$ cat config.mk
export PLATFORM = sky130hd
export DESIGN_NAME = yab_queue
export DESIGN_NICKNAME = d
export VERILOG_FILES = /design/src/rtl/yab_pkg.sv /design/src/rtl/yab_queue.sv
export SDC_FILE = /design/constraint.sdc
export NUM_CORES = 1
export LEC_CHECK = 0
export BUFFER_PORTS_ARGS = -buffer_cell sky130_fd_sc_hd__buf_2
export CORE_ASPECT_RATIO = 0.7
export CORE_UTILIZATION = 45
export CTS_BUF_LIST = sky130_fd_sc_hd__clkbuf_8
export DETAILED_ROUTE_END_ITERATION = 12
export PLACE_DENSITY = 0.66
export SYNTH_ARGS = -nofsm -noshare
export SYNTH_HDL_FRONTEND = slang
export SYNTH_SLANG_ARGS = --single-unit
$ cat constraint.sdc
create_clock -name i_clk -period 6.3 [get_ports i_clk]
set_input_delay 0.315 -clock i_clk [delete_from_list [all_inputs] [get_ports i_clk]]
set_output_delay 0.315 -clock i_clk [all_outputs]
set_load 0.02 [all_outputs]
$ cat src/rtl/yab_pkg.sv
// ----------------------------------------------------------------------------
// yab_pkg
// Shared types, constants and the fixed-point sigmoid for the anchor box decoder.
// ----------------------------------------------------------------------------
package yab_pkg;

    localparam int MAX_CLASSES_DEF = 128;
    localparam int GRID_ROWS_DEF   = 128;
    localparam int GRID_COLS_DEF   = 128;
    localparam int QUEUE_DEPTH_DEF = 4;

    localparam int CFG_IDX_W  = 8;
    localparam int CFG_DATA_W = 64;

    localparam logic [CFG_IDX_W-1:0] REG_OBJ_THR     = 8'd0;
    localparam logic [CFG_IDX_W-1:0] REG_SCORE_THR   = 8'd1;
    localparam logic [CFG_IDX_W-1:0] REG_SCALE_X     = 8'd2;
    localparam logic [CFG_IDX_W-1:0] REG_SCALE_Y     = 8'd3;
    localparam logic [CFG_IDX_W-1:0] REG_CLASS_COUNT = 8'd4;
    localparam logic [CFG_IDX_W-1:0] REG_FILTER_EN   = 8'd5;
    localparam logic [CFG_IDX_W-1:0] REG_ALLOW_LO    = 8'd6;
    localparam logic [CFG_IDX_W-1:0] REG_ALLOW_HI    = 8'd7;

    localparam logic [16:0] OBJ_THR_RST     = 17'd16384;
    localparam logic [16:0] SCORE_THR_RST   = 17'd19661;
    localparam logic [15:0] SCALE_RST       = 16'd4096;
    localparam logic [7:0]  CLASS_COUNT_RST = 8'd80;

    localparam logic [1:0] LEVEL_MAX  = 2'd2;
    localparam logic [1:0] ANCHOR_MAX = 2'd2;

    // log2 of the smallest stride plus the Q.16 fraction
    localparam int STRIDE_SHIFT_BASE = 19;

    localparam logic [15:0] SIG_TABLE [0:16] = '{
        16'd32768, 16'd40793, 16'd47911, 16'd53581, 16'd57724, 16'd60565,
        16'd62428, 16'd63615, 16'd64357, 16'd64816, 16'd65097, 16'd65269,
        16'd65374, 16'd65438, 16'd65476, 16'd65500, 16'd65514
    };

    localparam logic [8:0] ANCHOR_W [0:2][0:2] = '{
        '{9'd12,  9'd19,  9'd40},
        '{9'd36,  9'd76,  9'd72},
        '{9'd142, 9'd192, 9'd459}
    };

    localparam logic [8:0] ANCHOR_H [0:2][0:2] = '{
        '{9'd16,  9'd36,  9'd28},
        '{9'd75,  9'd55,  9'd146},
        '{9'd110, 9'd243, 9'd401}
    };

    typedef struct packed {
        logic [16:0] obj_thr;
        logic [16:0] score_thr;
        logic [15:0] scale_x;
        logic [15:0] scale_y;
        logic [7:0]  class_count;
        logic        filter_en;
        logic [63:0] allow_lo;
        logic [63:0] allow_hi;
    } t_cfg;

    typedef struct packed {
        logic [1:0]  level;
        logic [1:0]  asel;
        logic [6:0]  cell_x;
        logic [6:0]  cell_y;
        logic [15:0] raw_x;
        logic [15:0] raw_y;
        logic [15:0] raw_w;
        logic [15:0] raw_h;
        logic [6:0]  cls;
        logic [16:0] score;
    } t_job;

    // Q8.8 logit to Q0.16 probability, table plus linear interpolation
    function automatic logic [16:0] sig_q16(input logic [15:0] raw);
        logic [16:0] mag;
        logic [15:0] base;
        logic [15:0] nxt;
        logic [12:0] diff;
        logic [19:0] prod;
        logic [15:0] y;
        mag  = raw[15] ? (17'd0 - {raw[15], raw}) : {1'b0, raw};
        base = SIG_TABLE[{1'b0, mag[10:7]}];
        nxt  = SIG_TABLE[5'({1'b0, mag[10:7]}) + 5'd1];
        diff = 13'(nxt - base);
        prod = 20'(diff) * 20'(mag[6:0]);
        if (|mag[16:11]) begin
            y = SIG_TABLE[16];
        end else begin
            y = base + 16'(prod >> 7);
        end
        return raw[15] ? (17'd65536 - {1'b0, y}) : {1'b0, y};
    endfunction

endpackage

$ cat src/rtl/yab_queue.sv
// ----------------------------------------------------------------------------
// yab_queue
// Short FIFO of kept candidates between the front and the back pipeline.
// ----------------------------------------------------------------------------
module yab_queue #(
    parameter int DEPTH = yab_pkg::QUEUE_DEPTH_DEF
) (
    input  logic           i_clk,
    input  logic           i_rst_n,
    input  logic           i_push,
    input  yab_pkg::t_job  i_job,
    input  logic           i_pop,
    output yab_pkg::t_job  o_job,
    output logic           o_full,
    output logic           o_empty
);
    import yab_pkg::*;

    localparam int PTR_W = (DEPTH > 1) ? $clog2(DEPTH) : 1;
    localparam int CNT_W = $clog2(DEPTH + 1);

    t_job             r_mem [DEPTH];
    logic [PTR_W-1:0] r_wr;
    logic [PTR_W-1:0] r_rd;
    logic [CNT_W-1:0] r_count;
    logic [CNT_W-1:0] n_count;

    assign o_full  = (r_count == CNT_W'(DEPTH));
    assign o_empty = (r_count == '0);
    assign o_job   = r_mem[r_rd];

    always_comb begin
        case ({i_push, i_pop})
            2'b10:   n_count = r_count + 1'b1;
            2'b01:   n_count = r_count - 1'b1;
            default: n_count = r_count;
        endcase
    end

    always_ff @(posedge i_clk) begin
        if (!i_rst_n) begin
            r_wr    <= '0;
            r_rd    <= '0;
            r_count <= '0;
        end else begin
            r_count <= n_count;
            if (i_push) begin
                r_wr <= (r_wr == PTR_W'(DEPTH - 1)) ? '0 : r_wr + 1'b1;
            end
            if (i_pop) begin
                r_rd <= (r_rd == PTR_W'(DEPTH - 1)) ? '0 : r_rd + 1'b1;
            end
        end
    end

    always_ff @(posedge i_clk) begin
        if (i_push) begin
            r_mem[r_wr] <= i_job;
        end
    end

    a_no_overflow: assert property (@(posedge i_clk) disable iff (!i_rst_n)
        i_push |-> !o_full)
        else $error("push into full queue");

    a_no_underflow: assert property (@(posedge i_clk) disable iff (!i_rst_n)
        i_pop |-> !o_empty)
        else $error("pop from empty queue");

endmodule

# == Word level (Yosys, flattened, before mapping) ==
# Memory sizes are Yosys's and may differ from the RTL's. A register that Yosys moved wholly into a read port is not among the register bits.
# Index checks and enable logic that the tools add are counted.
# word_totals
register_bits,7
ramBits,424
output_inout_bits,108
elab_cells,22
n_memories,1
# memory_table
name,words,width,read_ports,rd_ports_with_merged_regs,write_ports,line,rtl
r_mem,4,106,1,1,1,yab_queue.sv:22,t_job r_mem [DEPTH];
# op_classes
add_sub_neg,4
n_eq_ne,5
n_mux,7
reduce_logical,2
# op_table
cell,count
$mux W2,4
$eq A2 B2 Y1 const B,3
$pmux W3 S2,1
$add A2 B1 Y2 const B,2
$add A3 B1 Y3 const B,1
$eq A3 B3 Y1 const B,1
$logic_not A3 Y1,1
$sub A3 B1 Y3 const B,1
$eq A2 B1 Y1 const B,1
$mux W1,2
$reduce_bool A2 Y1,1

# == Longest topological paths before layout ==
# depth
word_depth,4
ltp_mapped,7
depth_no_buf,7

# == Worst setup path before layout ==
# No wires, ideal clock.
# synth_path
kind,reg-to-reg
start,register r_wr[0]
end,"memory r_mem[3][0] (netlist name), enable pin"
t_arrival_ns,2.992
setup_slack_ns,2.832
stages_incl_launch_ff,3
synth_period_minus_slack_ns,3.468
path_cell_list,dfxtp_1 > ha_1 > and2_1
# synth_lines
element,line,rtl
from (decl),yab_queue.sv:23,logic [PTR_W-1:0] r_wr;
from (signal assigned),yab_queue.sv:48,r_wr <= (r_wr == PTR_W'(DEPTH - 1)) ? '0 : r_wr + 1'b1;
to (decl),yab_queue.sv:22,
# Straight into the memory's write port.

==> flow_summary.json <==
{
  "path_delay_family": "buffers and inverters",
  "h-tree-depth": 3,
  "clockBufferDepth": 3,
  "num_rows": 56,
  "power_density_nw_per_um2": 306,
  "r2r_cells": 3,
  "globalplace.congestion": 0.688,
  "ys_ff_latch": 433,
  "gr-total-overflow": 0,
  "insertion_delay_ns": 0.58,
  "stdcell_count": 1488,
  "fmax_mhz": 309,
  "clkTransAtPathRegs_ns": 0.06,
  "ys_warn_count": 0,
  "clockRootBuffer": "clkbuf_8",
  "critPathKind": "reg -> out",
  "hpwl_um": 16500,
  "fillCellCount": 2515,
  "die_width_um": 226,
  "synth_top_area_share": 0.808,
  "rsz0062_at_grt": "false",
  "endpoint_kind": "output port",
  "drive_above_1_share": 0.402,
  "synthTopCellsByArea": "edfxtp_1 (81%), mux4_2 (15%), dfxtp_1 (1.1%)",
  "post-route-period-util": 0.513,
  "cts_sinks": 433,
  "grt_pass1_vias": 7965,
  "ys_seq_area_frac": 0.820,
  "worst_ep_arrival_time_ns": 2.92,
  "start_util": 0.464,
  "via_per_inst": 5.00,
  "wirelength_um": 29800,
  "cpPeakStageDelay_ns": 0.85,
  "grt_pass1_wl_um": 45100,
  "ir_drop_v": 0.000239,
  "min_period_ns": 3.23,
  "p_leak_nw": 6.69,
  "vias": 7433,
  "synth_cell_types": 24,
  "antenna_left": 0,
  "cp_slowest_cell": "buf_4",
  "critPathMaxFanout": 61,
  "dp_cells": 1264,
  "firstDrtPassIters": 4,
  "path_buf_inv": 2,
  "die_y_um": 159,
  "worst_pin_slew_ns": 1.05,
  "crit_chain": "buf_4, mux4_2, buf_2",
  "maxSlewViolCount": 0,
  "slew_headroom": 0.298,
  "critPathRequiredTime_ns": 5.98,
  "synthesis.nets": 718,
  "synthCells": 601,
  "io_pins": 218,
  "mostFrequentLayoutCell": "edfxtp_1",
  "final_cell_mix": "edfxtp_1 (424), buf_2 (217), dlygate4sd3_1 (107), mux4_2 (106), clkbuf_8 (67)",
  "drc_errors": 0,
  "die_area_um2": 35800,
  "drtIter0Drc": 400,
  "cts_buffers": 66,
  "finClkSkew_ns": 0.0203,
  "tns_ns": 0,
  "finalSetupViolations": 0,
  "cp.depth": 3,
  "hold_violations": 0,
  "synth_top_area_cell": "edfxtp_1",
  "numPortBuffers": 217,
  "grtUsageTotal": 0.171,
  "hp-class": "in -> reg",
  "hold_depth": 3,
  "grt_max_degree": 69,
  "cts_tree": "done",
  "cap_violations": 0,
  "syn2layout_area_growth_pct": 24.1,
  "core_area_um2": 34000,
  "fin_hold_ws_ns": 0.126,
  "syn_area_per_cell_um2": 26.2,
  "synth_area_um2": 15800,
  "status": "complete, no violations",
  "start_kind": "flop",
  "nNetsFinal": 1092,
  "post_drt_wl_per_cell_um": 20.0,
  "antenna_found_initial": 1
}
==> sequential cells by signal, summed over array words and instances, names as in the netlist, named ones only <==
register,count
r_mem,424
r_wr,2
r_rd,2
r_count,3
==> path summary, 6_finish.rpt <==
| check | startpoint | endpoint | slack, ns |
|---|---|---|---|
| setup / recovery | flop | o_job[38] | 3.07 |
| hold / removal | i_push | r_wr[1]$_SDFFE_PN0P_ | 0.13 |
| setup reg to reg | r_wr[0]$_SDFFE_PN0P_ | r_mem[3][64]$_DFFE_PP_ | 3.78 |
| hold reg to reg | r_count[2]$_SDFFE_PN0P_ | r_count[2]$_SDFFE_PN0P_ | 0.52 |
==> cells by family after synthesis <==
family / Yosys count / synth area share
DFF: 433 / 0.820
muxes: 108 / 0.153
buffers and inverters: 30 / 0.0122
and+or+nand+nor: 16 / 0.00627
adders and majority gates: 7 / 0.00604
AOI/OAI and AO/OA: 5 / 0.00191
xor gates and xnor gates: 2 / 0.00111
==> metal layers <==
metal,track usage,vias up,share of wire
li1,-,3340,-
met3,0.0613,63,0.075
met1,0.221,3807,0.43
met4,0.0596,0,0.022
met2,0.270,223,0.48
met5,0,-,0
==> final cells by class <==
cell class,count,area [um2],share of cell area
sequential,433,12900,0.661
multi-input combinational,138,2660,0.136
timing repair buffer,330,2210,0.113
clock buffer,67,922,0.0472
tap,464,581,0.0297
clock inverter,49,228,0.0116
inverter,6,22.5,0.00115
antenna,1,2.50,0.000128
==> cell usage after synthesis <==
cell,n
o21a_1,1
mux4_2,106
and3_1,1
ha_1,6
o21ai_0,2
buf_2,12
dfxtp_1,9
nor3_1,1
inv_1,6
a21oi_1,1
fa_1,1
clkbuf_1,6
a21boi_0,1
nor3b_1,2
edfxtp_1,424
and2_1,6
mux2i_1,2
nand2_1,1
buf_8,5
xnor2_1,1
xor2_1,1
buf_6,1
or3_1,1
nor2b_1,4
==> worst min-delay path, delay by kind of cell <==
family | cells | cell delay [ns]
buffers and inverters | 1 | 0.16
and+or+nand+nor | 1 | 0.10
muxes | 1 | 0.09
==> power by group <==
group	internal, mW	total [mW]	switching (mW)
clock	1.03	2.04	1.01
sequential	3.29	3.33	0.0447
combinational	0.268	0.605	0.337
total	4.58	5.98	1.39
==> metrics by stage <==
stage	utilization	total power, mW	instance area [um2]	setup WS (ns)
6_report	0.575	5.98	19500	3.07
5_1_grt	0.575	6.22	19500	2.85
4_1_cts	0.575	6.06	19500	2.95
3_5_place_dp	0.510	3.96	17300	3.62
3_3_place_gp	0.510	3.95	17300	3.61
2_1_floorplan	-	3.75	15800	2.83
==> what timing repair did <==
| action | 4_1_cts | 5_1_grt |
|---|---|---|
| gates resized for setup | 0 | 0 |
| setup endpoints to repair | 0 | 0 |
| hold endpoints to repair | 431 | 0 |
| hold buffers | 107 | 0 |
| setup buffers | 0 | 0 |
Note: power is estimated with default switching activity, not from simulation.
