==> src/rtl/yab_pkg.sv <==
// ----------------------------------------------------------------------------
// yab_pkg
// Shared types, constants and the fixed-point sigmoid for the anchor box decoder.
// ----------------------------------------------------------------------------
package yab_pkg;

    localparam int MAX_CLASSES_DEF = 128;
    localparam int GRID_ROWS_DEF   = 128;
    localparam int GRID_COLS_DEF   = 128;
    localparam int QUEUE_DEPTH_DEF = 4;

    localparam int CFG_IDX_W  = 8;
    localparam int CFG_DATA_W = 64;

    localparam logic [CFG_IDX_W-1:0] REG_OBJ_THR     = 8'd0;
    localparam logic [CFG_IDX_W-1:0] REG_SCORE_THR   = 8'd1;
    localparam logic [CFG_IDX_W-1:0] REG_SCALE_X     = 8'd2;
    localparam logic [CFG_IDX_W-1:0] REG_SCALE_Y     = 8'd3;
    localparam logic [CFG_IDX_W-1:0] REG_CLASS_COUNT = 8'd4;
    localparam logic [CFG_IDX_W-1:0] REG_FILTER_EN   = 8'd5;
    localparam logic [CFG_IDX_W-1:0] REG_ALLOW_LO    = 8'd6;
    localparam logic [CFG_IDX_W-1:0] REG_ALLOW_HI    = 8'd7;

    localparam logic [16:0] OBJ_THR_RST     = 17'd16384;
    localparam logic [16:0] SCORE_THR_RST   = 17'd19661;
    localparam logic [15:0] SCALE_RST       = 16'd4096;
    localparam logic [7:0]  CLASS_COUNT_RST = 8'd80;

    localparam logic [1:0] LEVEL_MAX  = 2'd2;
    localparam logic [1:0] ANCHOR_MAX = 2'd2;

    // log2 of the smallest stride plus the Q.16 fraction
    localparam int STRIDE_SHIFT_BASE = 19;

    localparam logic [15:0] SIG_TABLE [0:16] = '{
        16'd32768, 16'd40793, 16'd47911, 16'd53581, 16'd57724, 16'd60565,
        16'd62428, 16'd63615, 16'd64357, 16'd64816, 16'd65097, 16'd65269,
        16'd65374, 16'd65438, 16'd65476, 16'd65500, 16'd65514
    };

    localparam logic [8:0] ANCHOR_W [0:2][0:2] = '{
        '{9'd12,  9'd19,  9'd40},
        '{9'd36,  9'd76,  9'd72},
        '{9'd142, 9'd192, 9'd459}
    };

    localparam logic [8:0] ANCHOR_H [0:2][0:2] = '{
        '{9'd16,  9'd36,  9'd28},
        '{9'd75,  9'd55,  9'd146},
        '{9'd110, 9'd243, 9'd401}
    };

    typedef struct packed {
        logic [16:0] obj_thr;
        logic [16:0] score_thr;
        logic [15:0] scale_x;
        logic [15:0] scale_y;
        logic [7:0]  class_count;
        logic        filter_en;
        logic [63:0] allow_lo;
        logic [63:0] allow_hi;
    } t_cfg;

    typedef struct packed {
        logic [1:0]  level;
        logic [1:0]  asel;
        logic [6:0]  cell_x;
        logic [6:0]  cell_y;
        logic [15:0] raw_x;
        logic [15:0] raw_y;
        logic [15:0] raw_w;
        logic [15:0] raw_h;
        logic [6:0]  cls;
        logic [16:0] score;
    } t_job;

    // Q8.8 logit to Q0.16 probability, table plus linear interpolation
    function automatic logic [16:0] sig_q16(input logic [15:0] raw);
        logic [16:0] mag;
        logic [15:0] base;
        logic [15:0] nxt;
        logic [12:0] diff;
        logic [19:0] prod;
        logic [15:0] y;
        mag  = raw[15] ? (17'd0 - {raw[15], raw}) : {1'b0, raw};
        base = SIG_TABLE[{1'b0, mag[10:7]}];
        nxt  = SIG_TABLE[5'({1'b0, mag[10:7]}) + 5'd1];
        diff = 13'(nxt - base);
        prod = 20'(diff) * 20'(mag[6:0]);
        if (|mag[16:11]) begin
            y = SIG_TABLE[16];
        end else begin
            y = base + 16'(prod >> 7);
        end
        return raw[15] ? (17'd65536 - {1'b0, y}) : {1'b0, y};
    endfunction

endpackage

==> src/rtl/yab_ifs.sv <==


interface yab_cfg_if;
    logic                             valid;
    logic                             ready;
    logic [yab_pkg::CFG_IDX_W-1:0]    index;
    logic [yab_pkg::CFG_DATA_W-1:0]   data;

    modport source (output valid, index, data, input ready);
    modport sink (input valid, index, data, output ready);
endinterface

==> src/rtl/yab_cfg.sv <==
// ----------------------------------------------------------------------------
// yab_cfg
// Register file for thresholds, output scale, class count and whitelist.
// ----------------------------------------------------------------------------
module yab_cfg (
    input  logic           i_clk,
    input  logic           i_rst_n,
    yab_cfg_if.sink        i_cfg,
    output yab_pkg::t_cfg  o_cfg
);
    import yab_pkg::*;

    t_cfg r_cfg;

    assign i_cfg.ready = 1'b1;
    assign o_cfg       = r_cfg;

    always_ff @(posedge i_clk) begin
        if (!i_rst_n) begin
            r_cfg.obj_thr     <= OBJ_THR_RST;
            r_cfg.score_thr   <= SCORE_THR_RST;
            r_cfg.scale_x     <= SCALE_RST;
            r_cfg.scale_y     <= SCALE_RST;
            r_cfg.class_count <= CLASS_COUNT_RST;
            r_cfg.filter_en   <= 1'b0;
            r_cfg.allow_lo    <= '0;
            r_cfg.allow_hi    <= '0;
        end else if (i_cfg.valid) begin
            case (i_cfg.index)
                REG_OBJ_THR:     r_cfg.obj_thr     <= i_cfg.data[16:0];
                REG_SCORE_THR:   r_cfg.score_thr   <= i_cfg.data[16:0];
                REG_SCALE_X:     r_cfg.scale_x     <= i_cfg.data[15:0];
                REG_SCALE_Y:     r_cfg.scale_y     <= i_cfg.data[15:0];
                REG_CLASS_COUNT: r_cfg.class_count <= i_cfg.data[7:0];
                REG_FILTER_EN:   r_cfg.filter_en   <= i_cfg.data[0];
                REG_ALLOW_LO:    r_cfg.allow_lo    <= i_cfg.data;
                REG_ALLOW_HI:    r_cfg.allow_hi    <= i_cfg.data;
                default: ;
            endcase
        end
    end

endmodule

==> src/flat_wrapper.sv <==
// flat-port wrapper written by rule: the top's interface ports become plain ports
module yab_cfg_flat import yab_pkg::*;
  (i_clk, i_rst_n, o_cfg, i_cfg_valid, i_cfg_index, i_cfg_data, i_cfg_ready);
  yab_cfg_if i_cfg_i ();
  input  logic i_clk;
  input  logic i_rst_n;
  output yab_pkg::t_cfg o_cfg;
  input wire logic [$bits(i_cfg_i.valid)-1:0] i_cfg_valid;
  input wire logic [$bits(i_cfg_i.index)-1:0] i_cfg_index;
  input wire logic [$bits(i_cfg_i.data)-1:0] i_cfg_data;
  output wire logic [$bits(i_cfg_i.ready)-1:0] i_cfg_ready;
  assign i_cfg_i.valid = i_cfg_valid;
  assign i_cfg_i.index = i_cfg_index;
  assign i_cfg_i.data = i_cfg_data;
  assign i_cfg_ready = i_cfg_i.ready;
  yab_cfg u_core (.i_clk(i_clk), .i_rst_n(i_rst_n), .i_cfg(i_cfg_i), .o_cfg(o_cfg));
endmodule
==> config.mk <==
export PLATFORM = sky130hd
export DESIGN_NAME = yab_cfg_flat
export DESIGN_NICKNAME = d
export VERILOG_FILES = /design/src/rtl/yab_pkg.sv /design/src/rtl/yab_ifs.sv /design/src/rtl/yab_cfg.sv /design/src/flat_wrapper.sv
export SDC_FILE = /design/constraint.sdc
export NUM_CORES = 1
export LEC_CHECK = 0
export BUFFER_PORTS_ARGS = -buffer_cell sky130_fd_sc_hd__buf_2
export CAP_MARGIN = 15
export CORE_MARGIN = 2
export CORE_UTILIZATION = 31
export DETAILED_ROUTE_END_ITERATION = 10
export PLACE_DENSITY = 0.57
export SYNTH_ARGS = -nofsm -noshare
export SYNTH_HDL_FRONTEND = slang
export SYNTH_SLANG_ARGS = --single-unit
==> constraint.sdc <==
create_clock -name i_clk -period 3.1 [get_ports i_clk]
set_clock_uncertainty 0.05 [all_clocks]
set_input_delay 0.93 -clock i_clk [delete_from_list [all_inputs] [get_ports i_clk]]
set_output_delay 0.93 -clock i_clk [all_outputs]
set_load 0.05 [all_outputs]
After elaboration in Yosys (flattened, before gate mapping)
Index checks and enable logic that the tools add are counted.

word-level totals
  output and inout bits = 204
  logic and storage cells = 24
  register bits after elaboration = 203
  bits of input ports = 75

operators by class
  reductions and logical operators = 9
  equality and inequality tests = 7

operators by type and width
  operator                                       number
  == test 8 x 3 -> 1 bit, second input constant  4
  == test 8 x 2 -> 1 bit, second input constant  2
  AND reduction 2 bit                            8
  == test 8 x 1 -> 1 bit, second input constant  1
  zero test 8 bit                                1

Longest topological paths before layout
  word-level depth = 2
  depth in mapped cells = 6
  depth with buffers taken out = 3

Least setup slack after synthesis
Ideal clock, no wire load.

  path kind = input -> register
  from = in i_cfg_index[5]
  to = reg u_core.r_cfg, in the netlist u_core.o_cfg[161]
  stages = 5
  setup time = 123 ps
  data arrival time = 2345 ps
  required time = 2927 ps
  setup slack = 582 ps
  path buffers = 2
  path through = or4_4 > or4_4 > buf_6 > buf_12 > mux2i_1

between the ends
  cells in the longest elaborated chain, start to end = 2

RTL lines
  element                        line               RTL
  start: declaration             flat_wrapper.sv:9  input wire logic [$bits(i_cfg_i.index)-1:0] i_cfg_index;
  == test 8 x 2 -> 1 bit         yab_cfg.sv:29      case (i_cfg.index)
  AND reduction 2 bit (no line)  n/a
  end: declaration               yab_cfg.sv:13      t_cfg r_cfg;

Every way passes these cells.
A chain may end at the register's enable or synchronous reset.

Worst setup path after layout
  from = in i_cfg_index[5]
  to = reg u_core.r_cfg, in the netlist u_core.o_cfg[122]

between the ends
  cells in the longest elaborated chain, start to end = 2

RTL lines
  element                        line
  == test 8 x 3 -> 1 bit         yab_cfg.sv:29
  AND reduction 2 bit (no line)  n/a

Every way passes these cells.

==> impl_metrics.json <==
{
  "power_frac_comb_pct": 3.7,
  "largest_register_ffs": 203,
  "cp_max_fo": 29,
  "layout_commonest_cell": "buf_2",
  "insertedDiodeCount": 0,
  "dp_hpwl_um": 14700,
  "drv_slew": 0,
  "viasPerCell": 4.42,
  "grt_max_degree": 88,
  "post_synth_instance_area_mm2": 0.00759,
  "mostFrequentLayoutCells": "buf_2 (276), nand2_1 (255), mux2i_1 (203), dfxtp_1 (203)",
  "min_period_over_period_pct": 73.1,
  "post_drt_wl_per_cell_um": 15.5,
  "dpl-instance-area_mm2": 0.00933,
  "worstSetupStartpointType": "primary input",
  "drc": 0,
  "drive_above_1_share_pct": 32.1,
  "maxCapViolations": 0,
  "maxClockFrequency_mhz": 441,
  "overflow": 0,
  "cp_top_family": "simple AND/OR/NAND/NOR gates",
  "min_from": "u_core.o_cfg[138]",
  "crit_buf_inv": 3,
  "rows": 57,
  "fin_area_mm2": 0.0101,
  "muxShareOfSynthArea_pct": 26.8,
  "drt_iter0_drc": 276,
  "path_depth": 6,
  "rrSetupSlack_ns": 2.43,
  "worst_slew_pin_slew_ns": 0.562,
  "power_leakage_nw": 4.59,
  "ios": 279,
  "cts_tree": "yes",
  "crit_arrival_ns": 2.63,
  "slowest_stage": "or4_4",
  "synth_xor_xnor_area_share_pct": 0,
  "die_w_um": 160,
  "clock_latency_ns": 0.48,
  "first_pass_iters": 6,
  "end_kind": "flip-flop",
  "p_sw_mw": 1.19,
  "setup_viol_count_final": 0,
  "synth_top_family_by_area": "multiplexers",
  "grt_pass1_wl_um": 33200,
  "io_buffer_count": 277,
  "root_buffer": "clkbuf_16",
  "cp.required_ns": 3.46,
  "final_nets": 1094,
  "yosys.area_share.adder_pct": 0,
  "reg2reg_depth": 2,
  "antenna_found_initial": 0,
  "grt_pass1_vias": 5948,
  "synth.distinct_cells": 24,
  "numCtsBuffers": 23,
  "grt_setup_unrepaired": "no",
  "p_per_area_mw_per_mm2": 558,
  "syn_avg_cell_area_um2": 10.0,
  "cts_hold_buf": 0,
  "synth-simple-area-share_pct": 15.9,
  "status": "finished clean",
  "internal-power_mw": 4.44,
  "postCtsSetupBuffers": 0,
  "irDropWorstVdd_uv": 311,
  "cts.repair.resized": 0,
  "syn_nets": 831,
  "routed_wl_um": 21100,
  "grt_usage_pct": 15.9,
  "slew_headroom_pct": 62.6,
  "syn_inst": 756,
  "clock-sinks": 203,
  "htreeDepth": 1,
  "reg2reg_to": "u_core.o_cfg[59]",
  "worstHoldEndpoint": "u_core.o_cfg[138]",
  "fin_crit_ns": 2.27,
  "hold_path.class": "flip-flop to flip-flop",
  "chipHeight_um": 160,
  "power_frac_clock_pct": 49.9,
  "n_fill_cell": 2418,
  "synth_compound_area_share_pct": 0,
  "min_path_cells": 2,
  "vias": 5999,
  "yosysWarnings": 0,
  "p_sw_share_pct": 21.2,
  "clk_pin_slew_ns": 0.06,
  "syn2layout_area_growth_pct": 33.1,
  "cts.path.max_buffers": 3,
  "setup_tns_ns": 0,
  "gp_congestion": 0.762,
  "die-area_mm2": 0.0258,
  "slowest_delay_ns": 0.57,
  "r2r_start": "u_core.o_cfg[59]",
  "seq_area_frac_synth_pct": 53.5,
  "crit_type": "primary input to flip-flop",
  "power_frac_seq_pct": 46.4,
  "synth-seq-cells": 203,
  "core-area_mm2": 0.0242,
  "postRouteAntennaNets": 0,
  "worstPathCellList": "buf_2, or4_4, nor4_2, buf_4, buf_12, mux2i_1",
  "start_util_pct": 31.4,
  "finalHoldViolCount": 0
}
## kinds of logic after synthesis
group / Yosys count
AND/OR/NAND/NOR: 292
multiplexers: 203
buffers and inverters: 57
flip-flops: 203
other: 1
## layer usage
metal	GRT usage, %	vias to the layer above	share of wire [%]
met1	19.6	2787	43
li1	-	2997	-
met5	0	-	0
met2	26.9	187	47
met3	5.04	28	8.4
met4	3.77	0	1.8
## Yosys cell counts
library cell,n,area [um^2]
mux2i_1,203,2030
or4_4,2,22.5
buf_12,1,20.0
inv_1,1,3.75
buf_2,11,55.1
conb_1,1,3.75
buf_1,6,22.5
nor2_1,1,3.75
nand4_1,2,12.5
nor4b_1,1,8.76
nand4b_1,1,8.76
dfxtp_1,203,4060
clkbuf_2,1,5.00
nor3_1,1,5.00
nor4_1,2,12.5
and4_1,1,8.76
nand2_1,255,957
clkbuf_1,27,101
nor3b_1,1,7.51
nand3b_1,1,7.51
buf_6,1,11.3
nand3_1,1,5.00
buf_4,9,67.6
nor2b_1,23,144
## tightest hold or removal path, delay by kind of cell (launching register included)
| family | cells | cell delay, ns |
|---|---|---|
| muxes | 1 | 0.05 |
| DFF | 1 | 0.30 |
| and+or+nand+nor | 1 | 0.05 |
## through the flow
stage          util (%)  hold slack (ns)  setup slack, ns  std cells  power [mW]
6_report           41.8            0.399            0.835       1357        5.64
3_3_place_gp       38.6            0.389            0.398       1318        2.89
4_1_cts            41.8            0.405            0.842       1357        5.73
5_1_grt            41.8            0.417            0.754       1357        5.86
2_1_floorplan         -            0.624            0.582        756        2.79
3_5_place_dp       38.6            0.393            0.328       1318        2.89
## layout make-up
cell class              instances  area (um^2)  area share (%)
flip-flops and latches        203         4060            40.2
multi-input cells             496         3260            32.2
repair buffers                294         1600            15.8
clock buffers                  32          639            6.33
well taps                     324          405            4.01
clock inverters                 7          135            1.34
inverters                       1         3.75          0.0372
## power groups by stage
stage / sequential (mW) / clock, mW / combinational [mW]
2_1_floorplan: 2.68 / 0 / 0.106
3_3_place_gp: 2.67 / 0 / 0.216
3_5_place_dp: 2.67 / 0 / 0.216
4_1_cts: 2.61 / 2.90 / 0.216
5_1_grt: 2.61 / 3.02 / 0.234
6_report: 2.61 / 2.81 / 0.210
## worst max-delay path by stage
stage	to	slack, ns	from
finish	u_core.o_cfg[122]	0.83	i_cfg_index[5]
global route	u_core.o_cfg[110]	0.75	i_cfg_index[5]
CTS	u_core.o_cfg[66]	0.84	i_cfg_index[5]
detailed placement	u_core.o_cfg[123]	0.33	i_cfg_index[5]
global placement	u_core.o_cfg[65]	0.40	i_cfg_index[5]
floorplan	u_core.o_cfg[161]	0.58	i_cfg_index[5]
Power figures use the tool's default switching activity.
