--- src/rtl/yab_pkg.sv ---
// ----------------------------------------------------------------------------
// yab_pkg
// Shared types, constants and the fixed-point sigmoid for the anchor box decoder.
// ----------------------------------------------------------------------------
package yab_pkg;

    localparam int MAX_CLASSES_DEF = 128;
    localparam int GRID_ROWS_DEF   = 128;
    localparam int GRID_COLS_DEF   = 128;
    localparam int QUEUE_DEPTH_DEF = 4;

    localparam int CFG_IDX_W  = 8;
    localparam int CFG_DATA_W = 64;

    localparam logic [CFG_IDX_W-1:0] REG_OBJ_THR     = 8'd0;
    localparam logic [CFG_IDX_W-1:0] REG_SCORE_THR   = 8'd1;
    localparam logic [CFG_IDX_W-1:0] REG_SCALE_X     = 8'd2;
    localparam logic [CFG_IDX_W-1:0] REG_SCALE_Y     = 8'd3;
    localparam logic [CFG_IDX_W-1:0] REG_CLASS_COUNT = 8'd4;
    localparam logic [CFG_IDX_W-1:0] REG_FILTER_EN   = 8'd5;
    localparam logic [CFG_IDX_W-1:0] REG_ALLOW_LO    = 8'd6;
    localparam logic [CFG_IDX_W-1:0] REG_ALLOW_HI    = 8'd7;

    localparam logic [16:0] OBJ_THR_RST     = 17'd16384;
    localparam logic [16:0] SCORE_THR_RST   = 17'd19661;
    localparam logic [15:0] SCALE_RST       = 16'd4096;
    localparam logic [7:0]  CLASS_COUNT_RST = 8'd80;

    localparam logic [1:0] LEVEL_MAX  = 2'd2;
    localparam logic [1:0] ANCHOR_MAX = 2'd2;

    // log2 of the smallest stride plus the Q.16 fraction
    localparam int STRIDE_SHIFT_BASE = 19;

    localparam logic [15:0] SIG_TABLE [0:16] = '{
        16'd32768, 16'd40793, 16'd47911, 16'd53581, 16'd57724, 16'd60565,
        16'd62428, 16'd63615, 16'd64357, 16'd64816, 16'd65097, 16'd65269,
        16'd65374, 16'd65438, 16'd65476, 16'd65500, 16'd65514
    };

    localparam logic [8:0] ANCHOR_W [0:2][0:2] = '{
        '{9'd12,  9'd19,  9'd40},
        '{9'd36,  9'd76,  9'd72},
        '{9'd142, 9'd192, 9'd459}
    };

    localparam logic [8:0] ANCHOR_H [0:2][0:2] = '{
        '{9'd16,  9'd36,  9'd28},
        '{9'd75,  9'd55,  9'd146},
        '{9'd110, 9'd243, 9'd401}
    };

    typedef struct packed {
        logic [16:0] obj_thr;
        logic [16:0] score_thr;
        logic [15:0] scale_x;
        logic [15:0] scale_y;
        logic [7:0]  class_count;
        logic        filter_en;
        logic [63:0] allow_lo;
        logic [63:0] allow_hi;
    } t_cfg;

    typedef struct packed {
        logic [1:0]  level;
        logic [1:0]  asel;
        logic [6:0]  cell_x;
        logic [6:0]  cell_y;
        logic [15:0] raw_x;
        logic [15:0] raw_y;
        logic [15:0] raw_w;
        logic [15:0] raw_h;
        logic [6:0]  cls;
        logic [16:0] score;
    } t_job;

    // Q8.8 logit to Q0.16 probability, table plus linear interpolation
    function automatic logic [16:0] sig_q16(input logic [15:0] raw);
        logic [16:0] mag;
        logic [15:0] base;
        logic [15:0] nxt;
        logic [12:0] diff;
        logic [19:0] prod;
        logic [15:0] y;
        mag  = raw[15] ? (17'd0 - {raw[15], raw}) : {1'b0, raw};
        base = SIG_TABLE[{1'b0, mag[10:7]}];
        nxt  = SIG_TABLE[5'({1'b0, mag[10:7]}) + 5'd1];
        diff = 13'(nxt - base);
        prod = 20'(diff) * 20'(mag[6:0]);
        if (|mag[16:11]) begin
            y = SIG_TABLE[16];
        end else begin
            y = base + 16'(prod >> 7);
        end
        return raw[15] ? (17'd65536 - {1'b0, y}) : {1'b0, y};
    endfunction

endpackage

--- src/rtl/yab_ifs.sv ---
// ----------------------------------------------------------------------------
// yab channel interfaces
// Candidate, box and register write channels with valid/ready handshake.
// ----------------------------------------------------------------------------
interface yab_cand_if;
    logic        valid;
    logic        ready;
    logic [1:0]  scale_level;
    logic [1:0]  anchor_sel;
    logic [6:0]  cell_x;
    logic [6:0]  cell_y;
    logic [15:0] raw_x;
    logic [15:0] raw_y;
    logic [15:0] raw_w;
    logic [15:0] raw_h;
    logic [15:0] raw_obj;
    logic [6:0]  class_index;
    logic [15:0] raw_class;

    modport source (
        output valid, scale_level, anchor_sel, cell_x, cell_y, raw_x, raw_y,
               raw_w, raw_h, raw_obj, class_index, raw_class,
        input  ready
    );
    modport sink (
        input  valid, scale_level, anchor_sel, cell_x, cell_y, raw_x, raw_y,
               raw_w, raw_h, raw_obj, class_index, raw_class,
        output ready
    );
endinterface


--- src/rtl/yab_front.sv ---
// ----------------------------------------------------------------------------
// yab_front
// Accept candidates, compute objectness and score, drop those that fail.
// ----------------------------------------------------------------------------
module yab_front #(
    parameter int MAX_CLASSES   = yab_pkg::MAX_CLASSES_DEF,
    parameter int GRID_ROWS_MAX = yab_pkg::GRID_ROWS_DEF,
    parameter int GRID_COLS_MAX = yab_pkg::GRID_COLS_DEF
) (
    input  logic           i_clk,
    input  logic           i_rst_n,
    yab_cand_if.sink       i_cand,
    input  yab_pkg::t_cfg  i_cfg,
    input  logic           i_full,
    output logic           o_push,
    output yab_pkg::t_job  o_job
);
    import yab_pkg::*;

    logic        fe;
    logic        f2_want;
    logic        early_ok;
    logic [63:0] allow_sel;
    t_job        in_job;
    t_job        n_f2_job;
    logic [16:0] n_score;

    logic        r_f1_v;
    logic        r_f1_ok;
    logic [16:0] r_f1_obj;
    logic [16:0] r_f1_cs;
    t_job        r_f1_job;

    logic        r_f2_v;
    logic        r_f2_ok;
    t_job        r_f2_job;

    always_comb begin
        allow_sel = i_cand.class_index[6] ? i_cfg.allow_hi : i_cfg.allow_lo;
        early_ok  = (i_cand.scale_level <= LEVEL_MAX)
                 && (i_cand.anchor_sel <= ANCHOR_MAX)
                 && ({2'b0, i_cand.cell_x} < 9'(GRID_COLS_MAX))
                 && ({2'b0, i_cand.cell_y} < 9'(GRID_ROWS_MAX))
                 && ({1'b0, i_cand.class_index} < i_cfg.class_count)
                 && ({1'b0, i_cand.class_index} < 8'(MAX_CLASSES))
                 && (!i_cfg.filter_en || allow_sel[i_cand.class_index[5:0]]);

        in_job.level  = i_cand.scale_level;
        in_job.asel   = i_cand.anchor_sel;
        in_job.cell_x = i_cand.cell_x;
        in_job.cell_y = i_cand.cell_y;
        in_job.raw_x  = i_cand.raw_x;
        in_job.raw_y  = i_cand.raw_y;
        in_job.raw_w  = i_cand.raw_w;
        in_job.raw_h  = i_cand.raw_h;
        in_job.cls    = i_cand.class_index;
        in_job.score  = '0;

        n_score        = 17'((34'(r_f1_obj) * 34'(r_f1_cs)) >> 16);
        n_f2_job       = r_f1_job;
        n_f2_job.score = n_score;
    end

    assign f2_want      = r_f2_v && r_f2_ok && (r_f2_job.score >= i_cfg.score_thr);
    assign fe           = !(f2_want && i_full);
    assign i_cand.ready = fe;
    assign o_push       = f2_want && !i_full;
    assign o_job        = r_f2_job;

    always_ff @(posedge i_clk) begin
        if (!i_rst_n) begin
            r_f1_v <= 1'b0;
            r_f2_v <= 1'b0;
        end else if (fe) begin
            r_f1_v <= i_cand.valid;
            r_f2_v <= r_f1_v;
        end
    end

    always_ff @(posedge i_clk) begin
        if (fe) begin
            r_f1_ok  <= early_ok;
            r_f1_obj <= sig_q16(i_cand.raw_obj);
            r_f1_cs  <= sig_q16(i_cand.raw_class);
            r_f1_job <= in_job;
            r_f2_ok  <= r_f1_ok && (r_f1_obj >= i_cfg.obj_thr);
            r_f2_job <= n_f2_job;
        end
    end

    a_stall_only_full: assert property (@(posedge i_clk) disable iff (!i_rst_n)
        !i_cand.ready |-> i_full)
        else $error("front stalled without a full queue");

    a_f2_hold: assert property (@(posedge i_clk) disable iff (!i_rst_n)
        (r_f2_v && !fe) |=> (r_f2_v && $stable(r_f2_job.score)))
        else $error("front held request lost");

endmodule

--- src/flat_wrapper.sv ---
// flat-port wrapper written by rule: the top's interface ports become plain ports
module yab_front_flat import yab_pkg::*;
#(
    parameter int MAX_CLASSES   = yab_pkg::MAX_CLASSES_DEF,
    parameter int GRID_ROWS_MAX = yab_pkg::GRID_ROWS_DEF,
    parameter int GRID_COLS_MAX = yab_pkg::GRID_COLS_DEF
)
  (i_clk, i_rst_n, i_cfg, i_full, o_push, o_job, i_cand_valid, i_cand_scale_level, i_cand_anchor_sel, i_cand_cell_x, i_cand_cell_y, i_cand_raw_x, i_cand_raw_y, i_cand_raw_w, i_cand_raw_h, i_cand_raw_obj, i_cand_class_index, i_cand_raw_class, i_cand_ready);
  yab_cand_if i_cand_i ();
  input  logic i_clk;
  input  logic i_rst_n;
  input  yab_pkg::t_cfg i_cfg;
  input  logic i_full;
  output logic o_push;
  output yab_pkg::t_job o_job;
  input wire logic [$bits(i_cand_i.valid)-1:0] i_cand_valid;
  input wire logic [$bits(i_cand_i.scale_level)-1:0] i_cand_scale_level;
  input wire logic [$bits(i_cand_i.anchor_sel)-1:0] i_cand_anchor_sel;
  input wire logic [$bits(i_cand_i.cell_x)-1:0] i_cand_cell_x;
  input wire logic [$bits(i_cand_i.cell_y)-1:0] i_cand_cell_y;
  input wire logic [$bits(i_cand_i.raw_x)-1:0] i_cand_raw_x;
  input wire logic [$bits(i_cand_i.raw_y)-1:0] i_cand_raw_y;
  input wire logic [$bits(i_cand_i.raw_w)-1:0] i_cand_raw_w;
  input wire logic [$bits(i_cand_i.raw_h)-1:0] i_cand_raw_h;
  input wire logic [$bits(i_cand_i.raw_obj)-1:0] i_cand_raw_obj;
  input wire logic [$bits(i_cand_i.class_index)-1:0] i_cand_class_index;
  input wire logic [$bits(i_cand_i.raw_class)-1:0] i_cand_raw_class;
  output wire logic [$bits(i_cand_i.ready)-1:0] i_cand_ready;
  assign i_cand_i.valid = i_cand_valid;
  assign i_cand_i.scale_level = i_cand_scale_level;
  assign i_cand_i.anchor_sel = i_cand_anchor_sel;
  assign i_cand_i.cell_x = i_cand_cell_x;
  assign i_cand_i.cell_y = i_cand_cell_y;
  assign i_cand_i.raw_x = i_cand_raw_x;
  assign i_cand_i.raw_y = i_cand_raw_y;
  assign i_cand_i.raw_w = i_cand_raw_w;
  assign i_cand_i.raw_h = i_cand_raw_h;
  assign i_cand_i.raw_obj = i_cand_raw_obj;
  assign i_cand_i.class_index = i_cand_class_index;
  assign i_cand_i.raw_class = i_cand_raw_class;
  assign i_cand_ready = i_cand_i.ready;
  yab_front #(.MAX_CLASSES(MAX_CLASSES), .GRID_ROWS_MAX(GRID_ROWS_MAX), .GRID_COLS_MAX(GRID_COLS_MAX)) u_core (.i_clk(i_clk), .i_rst_n(i_rst_n), .i_cand(i_cand_i), .i_cfg(i_cfg), .i_full(i_full), .o_push(o_push), .o_job(o_job));
endmodule
--- config.mk ---
export PLATFORM = sky130hd
export DESIGN_NAME = yab_front_flat
export DESIGN_NICKNAME = d
export VERILOG_FILES = /design/src/rtl/yab_pkg.sv /design/src/rtl/yab_ifs.sv /design/src/rtl/yab_front.sv /design/src/flat_wrapper.sv
export SDC_FILE = /design/constraint.sdc
export NUM_CORES = 2
export LEC_CHECK = 0
export BUFFER_PORTS_ARGS = -buffer_cell sky130_fd_sc_hd__buf_2
export CAP_MARGIN = 5
export CORE_AREA = 2 2 220 222
export DETAILED_ROUTE_END_ITERATION = 10
export DIE_AREA = 0 0 222 224
export GPL_TIMING_DRIVEN = 0
export HOLD_SLACK_MARGIN = 0.08
export PLACE_DENSITY = 0.94
export REMOVE_ABC_BUFFERS = 1
export SYNTH_ARGS = -nofsm -noshare
export SYNTH_HDL_FRONTEND = slang
export SYNTH_SLANG_ARGS = --single-unit
export TNS_END_PERCENT = 100
--- constraint.sdc ---
create_clock -name i_clk -period 14.45 [get_ports i_clk]
set_input_delay 2.89 -clock i_clk [delete_from_list [all_inputs] [get_ports i_clk]]
set_output_delay 2.89 -clock i_clk [all_outputs]
set_load 0.05 [all_outputs]
==> Word level (Yosys, flattened, before mapping) <==
Memories as Yosys holds them, arrays and structs flattened.
Index checks and enable logic that the tools add are counted.
{ "op_classes": {"add_sub_neg": 10, "mul": 3, "div_mod_pow": 0, "magnitude_cmp": 10, "n_eq_ne": 0, "shifts": 0, "mux": 19, "bitwise_logic": 4, "reduce_logical": 14} }
{ "op_table": {"columns": ["op", "count"], "rows": [
  ["2-to-1 mux 16 bit", 10],
  ["2-to-1 mux 64 bit", 1],
  ["2-to-1 mux 13 bit", 4],
  ["multiplier 13 x 7 -> 20 bit", 2],
  ["greater-or-equal comparator 17 bit", 2],
  ["2-to-1 mux 17 bit", 2],
  ["subtractor 1 x 16 -> 17 bit, first input constant", 2],
  ["subtractor 17 x 16 -> 17 bit, first input constant", 2],
  ["multiplier 17 x 17 -> 33 bit", 1],
  ["adder 16 x 13 -> 16 bit", 2],
  ["subtractor 13 bit", 2],
  ["greater-or-equal comparator 6 bit, second input constant", 4],
  ["inverter 4 -> 6 bit", 2],
  ["inverter 5 -> 6 bit", 2],
  ["OR reduction 6 bit", 2],
  ["adder 4 x 1 -> 5 bit, second input constant", 2],
  ["logical AND 1 bit", 8],
  ["< comparator 7 x 8 -> 1 bit", 1],
  ["< comparator 6 x 7 -> 1 bit, second input constant", 1],
  ["binary-select mux 1 bit (select 6 bit)", 1],
  ["<= comparator 2 bit, second input constant", 2],
  ["logical NOT 1 bit", 3],
  ["logical OR 1 bit", 1],
  ["2-to-1 mux 1 bit", 1]
]} }
{ "totals": {"regBits": 233, "latchBits": 0, "ramBits": 0, "mem_bits_ro": 2048, "inputBits": 328, "out_inout_bits": 108, "elab_cells": 91, "n_memories": 4} }
{ "mem_list": {"columns": ["memory", "words", "width", "read_ports", "rd_clocked_by_memory_dff", "write_ports", "line", "text"], "rows": [
  ["(name not given)", 32, 16, 1, 0, 0, "yab_pkg.sv:86", "base = SIG_TABLE[{1'b0, mag[10:7]}];"],
  ["(name not given)", 32, 16, 1, 0, 0, "yab_pkg.sv:87", "nxt = SIG_TABLE[5'({1'b0, mag[10:7]}) + 5'd1];"],
  ["(name not given)", 32, 16, 1, 0, 0, "yab_pkg.sv:86", null],
  ["(name not given)", 32, 16, 1, 0, 0, "yab_pkg.sv:87", null]
]} }

==> Logic depth before layout (Yosys ltp) <==
{ "depth": {"word_depth": 14, "mapped_depth": 51, "depth_no_buf": 48} }

==> Worst setup path before layout <==
No wires, ideal clock.
{ "synth_timing": {"kind": "input -> register", "start": "input i_cand_raw_class[0]", "end": "register u_core.r_f1_cs[15] (data pin)", "setup_time_ns": 0.262, "arrival_time_ns": 13.008, "required_time_ns": 14.188, "setup_slack_ns": 1.180, "cell_stages": 50, "path_buffers": 3, "path_cell_list": "inv_1 > clkbuf_1 > ha_1 > nand3b_1 > o21ai_0 > xnor2_1 > ha_1 > clkbuf_1 > inv_1 > ha_1 > clkbuf_1 > o21ai_0 > nand2_1 > ha_1 > inv_1 > fa_1 > a21o_1 > a21oi_1 > (+14 left out) > ha_1 > and3_1 > a21oi_1 > o21ai_0 > o211a_1 > o21a_1 > nor2_1 > ha_1 > a21o_1 > a21oi_1 > o21ai_0 > a31o_2 > a21oi_1 > o21ba_2 > mux2_2 > a21oi_1 > o31ai_1 > xnor2_1"} }
{ "synth_via": {"elab_chain_len": 14, "word_cells_on_any_way": 19, "classes_between": "add/sub: 5; mul: 1; mux: 8; bitwise: 2; reduce/logical: 1; memory: 2"} }
{ "synth_lines": {"columns": ["item", "line", "text"], "rows": [
  ["start: declaration", "flat_wrapper.sv:27", "input wire logic [$bits(i_cand_i.raw_class)-1:0] i_cand_raw_class;"],
  ["subtractor 1 x 16 -> 17 bit", "yab_pkg.sv:85", "mag = raw[15] ? (17'd0 - {raw[15], raw}) : {1'b0, raw};"],
  ["2-to-1 mux 17 bit (*)", "yab_pkg.sv:85", null],
  ["adder 4 x 1 -> 5 bit", "yab_pkg.sv:87", null],
  ["inverter 5 -> 6 bit (not written as such)", "yab_pkg.sv:87", null],
  ["memory read (32 x 16 bit)", null, null],
  ["2-to-1 mux 13 bit (not written as such) (2 in a row)", "yab_pkg.sv:87", null],
  ["subtractor 13 bit", "yab_pkg.sv:88", "diff = 13'(nxt - base);"],
  ["multiplier 13 x 7 -> 20 bit", "yab_pkg.sv:89", "prod = 20'(diff) * 20'(mag[6:0]);"],
  ["adder 16 x 13 -> 16 bit", "yab_pkg.sv:93", "y = base + 16'(prod >> 7);"],
  ["2-to-1 mux 16 bit (*)", "yab_pkg.sv:90", "if (|mag[16:11]) begin"],
  ["2-to-1 mux 16 bit (*)", "yab_front.sv:81", "if (fe) begin"],
  ["subtractor 17 x 16 -> 17 bit", "yab_pkg.sv:95", "return raw[15] ? (17'd65536 - {1'b0, y}) : {1'b0, y};"],
  ["2-to-1 mux 16 bit (*)", "yab_pkg.sv:95", null],
  ["end signal: assignment", "yab_front.sv:84", "r_f1_cs <= sig_q16(i_cand.raw_class);"],
  ["end: declaration", "yab_front.sv:31", "logic [16:0] r_f1_cs;"]
]} }
Mark *: on every way between the ends. The rest lies on a longest branch, timed or not. The select of a mux whose other input is x is not followed.
A chain may end at the register's enable or synchronous reset.

==> Worst setup path after layout <==
{ "layout_timing": {"start": "input i_cand_raw_obj[0]", "end": "register u_core.r_f1_obj[15] (data pin)"} }
{ "layout_via": {"elab_chain_len": 14, "word_cells_on_any_way": 19, "classes_between": "add/sub: 5; mul: 1; mux: 8; bitwise: 2; reduce/logical: 1; memory: 2"} }
{ "layout_lines": {"columns": ["item", "line", "text"], "rows": [
  ["start: declaration", "flat_wrapper.sv:25", "input wire logic [$bits(i_cand_i.raw_obj)-1:0] i_cand_raw_obj;"],
  ["subtractor 1 x 16 -> 17 bit", "yab_pkg.sv:85", null],
  ["2-to-1 mux 17 bit (*)", "yab_pkg.sv:85", null],
  ["adder 4 x 1 -> 5 bit", "yab_pkg.sv:87", null],
  ["inverter 5 -> 6 bit (not written as such)", "yab_pkg.sv:87", null],
  ["memory read (32 x 16 bit)", null, null],
  ["2-to-1 mux 13 bit (not written as such) (2 in a row)", "yab_pkg.sv:87", null],
  ["subtractor 13 bit", "yab_pkg.sv:88", null],
  ["multiplier 13 x 7 -> 20 bit", "yab_pkg.sv:89", null],
  ["adder 16 x 13 -> 16 bit", "yab_pkg.sv:93", null],
  ["2-to-1 mux 16 bit (*)", "yab_pkg.sv:90", null],
  ["2-to-1 mux 16 bit (*)", "yab_front.sv:81", null],
  ["subtractor 17 x 16 -> 17 bit", "yab_pkg.sv:95", null],
  ["2-to-1 mux 16 bit (*)", "yab_pkg.sv:95", null],
  ["end signal: assignment", "yab_front.sv:83", "r_f1_obj <= sig_q16(i_cand.raw_obj);"],
  ["end: declaration", "yab_front.sv:30", "logic [16:0] r_f1_obj;"]
]} }
Marks and branches as above.

==> impl_metrics.yaml <==
route:
  drc: 0
  drt-total-wl_um: 81900
  drt_iter0_drc: 2310
  antenna_left: 0
  num_vias: 22600
  dr.pass1.iters: 6
  wl_per_cell_um: 21.9
  via_per_inst: 6.05
global_route:
  grt_max_degree: 122
  top_usage_layer: "met2"
  grt-ovfl-total: 0
  use_met2_pct: 50.8
  antenna_found_initial: 9
  grt_usage_pct: 32.2
  grtUsageMet3_pct: 10.3
  grt_pass1_vias: 22800
  use_met1_pct: 40.5
  grt_pass1_wl_um: 124000
worst_setup_path:
  critPathTopFamily: "adder cells"
  worstRegToRegCells: 23
  crit_path_end_kind: "flip-flop"
  cp_num_buf_inv: 5
  crit_path_start_kind: "input port"
  path_common_cell: "ha_1"
  worstPathRequired_ns: 14.72
  worstSetupPathDepth: 43
  arrival_ns: 14.47
  cp_max_fo: 17
  cp_slowest_cell: "o311ai_1"
  cp_slowest_stage_delay_ns: 0.59
  critPathKind: "input port to flip-flop"
cells_and_area:
  area_growth_pct: 13.2
  nets: 4051
  drive_above_1_share_pct: 18.4
  post-route-cell-area_mm2: 0.0312
logic_synthesis:
  mappedNetlistArea_mm2: 0.0276
  synth_top_cell_area_share_pct: 25.2
  async_reset_ff_share_pct: 0
  ys.flop_type: "edfxtp_1"
  synth_largest_area_cell: "edfxtp_1"
  yosys_warnings: 0
  yosysSeqAreaShare_pct: 25.3
  syn_area_per_cell_um2: 9.96
  ys_seq_elements: 233
  synthTopCellsByArea: "edfxtp_1, fa_1, ha_1"
  synth-edff-count: 231
  yosys.cell_types.count: 77
  syn_inst: 2767
placement:
  io_buffer_count: 403
  place_hpwl_um: 62300
  placed_cell_area_mm2: 0.0300
  gp_congestion: 0.956
  dp_slack_ns: -0.681
die:
  core-area_mm2: 0.0473
  dieWidth_um: 222
  start_util_pct: 58.2
  rows: 80
  dieArea_mm2: 0.0497
  fp.dieH_um: 224
  num_io_pins: 436
clock_network:
  clk_pin_slew_ns: 0.06
  clock_sinks: 233
  worstSkewPairLatency_ns: 0.55
  clockBufferDepth: 3
  cts_buffers: 23
  htree_levels: 1
  root_buffer: "clkbuf_16"
  cts_tree: "yes"
sta:
  hold_violations: 0
  slew_viol_final: 0
  fin_crit_ns: 14.20
  maxSlewHeadroom_pct: 13.6
  period_share_pct: 98.3
  fmax_mhz: 70.4
  skew_ns: 0.0335
  worst_pin_slew_ns: 1.29
  finalSetupViolations: 0
  fin_ws_ns: 0.247
worst_hold_path:
  holdCritPathClass: "flip-flop to flip-flop"
  min_path_cells: 0
status:
  outcome: "complete, no violations"
run:
  drv_cap: 0
sequential cells by signal (all words and copies together), names as in the netlist:
signal and count:
u_core.n_f2_job 89, u_core.r_f1_cs 17, u_core.r_f1_obj 17, u_core.r_f2_ok 1
u_core.r_f1_v 1, u_core.r_f1_ok 1, u_core.r_f2_v 1, u_core.o_job 106
path summary, 6_finish.rpt:
kind / start / to / slack, ns
hold reg to reg: u_core.n_f2_job[83] / u_core.o_job[83] / 0.40
setup reg to reg: u_core.r_f1_obj[12] / u_core.o_job[16] / 6.76
hold / removal: u_core.n_f2_job[83] / u_core.o_job[83] / 0.40
setup / recovery: i_cand_raw_obj[0] / u_core.r_f1_obj[15] / 0.25
what timing repair did:
| item | 4_1_cts | 5_1_grt |
|---|---|---|
| gates resized for setup | 5 | 36 |
| gates cloned | 0 | 2 |
| endpoints found under the setup margin | 4 | 15 |
| pin swaps | 0 | 5 |
| hold buffers | 0 | 0 |
| setup buffers | 0 | 14 |
metal layers:
metal | vias up | wire length (um)
met3 | 391 | 11100
li1 | 9783 | -
met2 | 1680 | 37300
met4 | 14 | 4890
met1 | 10800 | 28500
met5 | - | 92
layout by cell type (no fill, tap or decap), drive strengths merged, types with 9 or more instances in the layout:
master / Yosys / routed
inv: 451 / 452
buf: 9 / 418
fa: 331 / 331
nand2: 300 / 300
ha: 284 / 284
nor2: 240 / 240
edfxtp: 231 / 231
a21oi: 89 / 89
o21ai: 89 / 89
and2: 88 / 88
xnor2: 81 / 83
mux4: 42 / 42
o21a: 40 / 40
xor2: 36 / 36
nor3: 34 / 34
a21o: 30 / 30
or2: 29 / 29
nor2b: 28 / 28
clkbuf: 95 / 28
nand3: 20 / 20
nand2b: 20 / 20
or3: 17 / 17
mux2i: 13 / 13
nand4: 13 / 13
o21bai: 12 / 12
and3: 12 / 12
a22oi: 11 / 11
o211ai: 10 / 10
a211oi: 10 / 10
o31ai: 9 / 9
nor4: 9 / 9
synth_stat cells (all sizes together) (36+ instances only):
library cell,n
inv,451
fa,331
nand2,300
ha,284
nor2,240
edfxtp,231
clkbuf,95
a21oi,89
o21ai,89
and2,88
xnor2,81
mux4,42
o21a,40
xor2,36
through the flow:
stage	std cells	utilization [%]	setup TNS, ns	hold slack [ns]
floorplan	2663	-	0	0.400
detailed placement	3682	63.4	-5.48	0.405
CTS	3723	65.1	0	0.418
global route	3740	65.8	-0.948	0.423
finish	3741	65.9	0	0.398
global placement	3681	63.3	-6.48	0.401
worst register-to-register path, delay by kind of cell, from the launching register on:
family                   cells  cell delay, ns
AO/OA/AOI/OAI                8            2.34
XOR/XNOR                     1            0.10
adder cells (fa/ha/maj)      7            3.45
buffers and inverters        5            0.28
flip-flops                   1            0.96
AND/OR/NAND/NOR              2            0.34
kinds of logic after synthesis:
| kind of cell | synth area share, % |
|---|---|
| DFF | 25.3 |
| xor gates and xnor gates | 3.72 |
| and+or+nand+nor | 13.8 |
| AOI/OAI and AO/OA | 8.51 |
| buffers and inverters | 7.58 |
| adders and majority gates | 36.9 |
| muxes | 4.11 |
final cells by class:
type,instances,area (um2)
multi-input cells,1980,18800
fillers,3263,16200
flip-flops and latches,233,6980
repair buffers,418,2150
inverters,452,1720
well taps,615,769
clock buffers,28,594
clock inverters,13,169
diodes,2,5.00
Power is left out: the tool's default activity adds up to more than one toggle a clock period on the data nets, which glitch-free logic cannot reach.
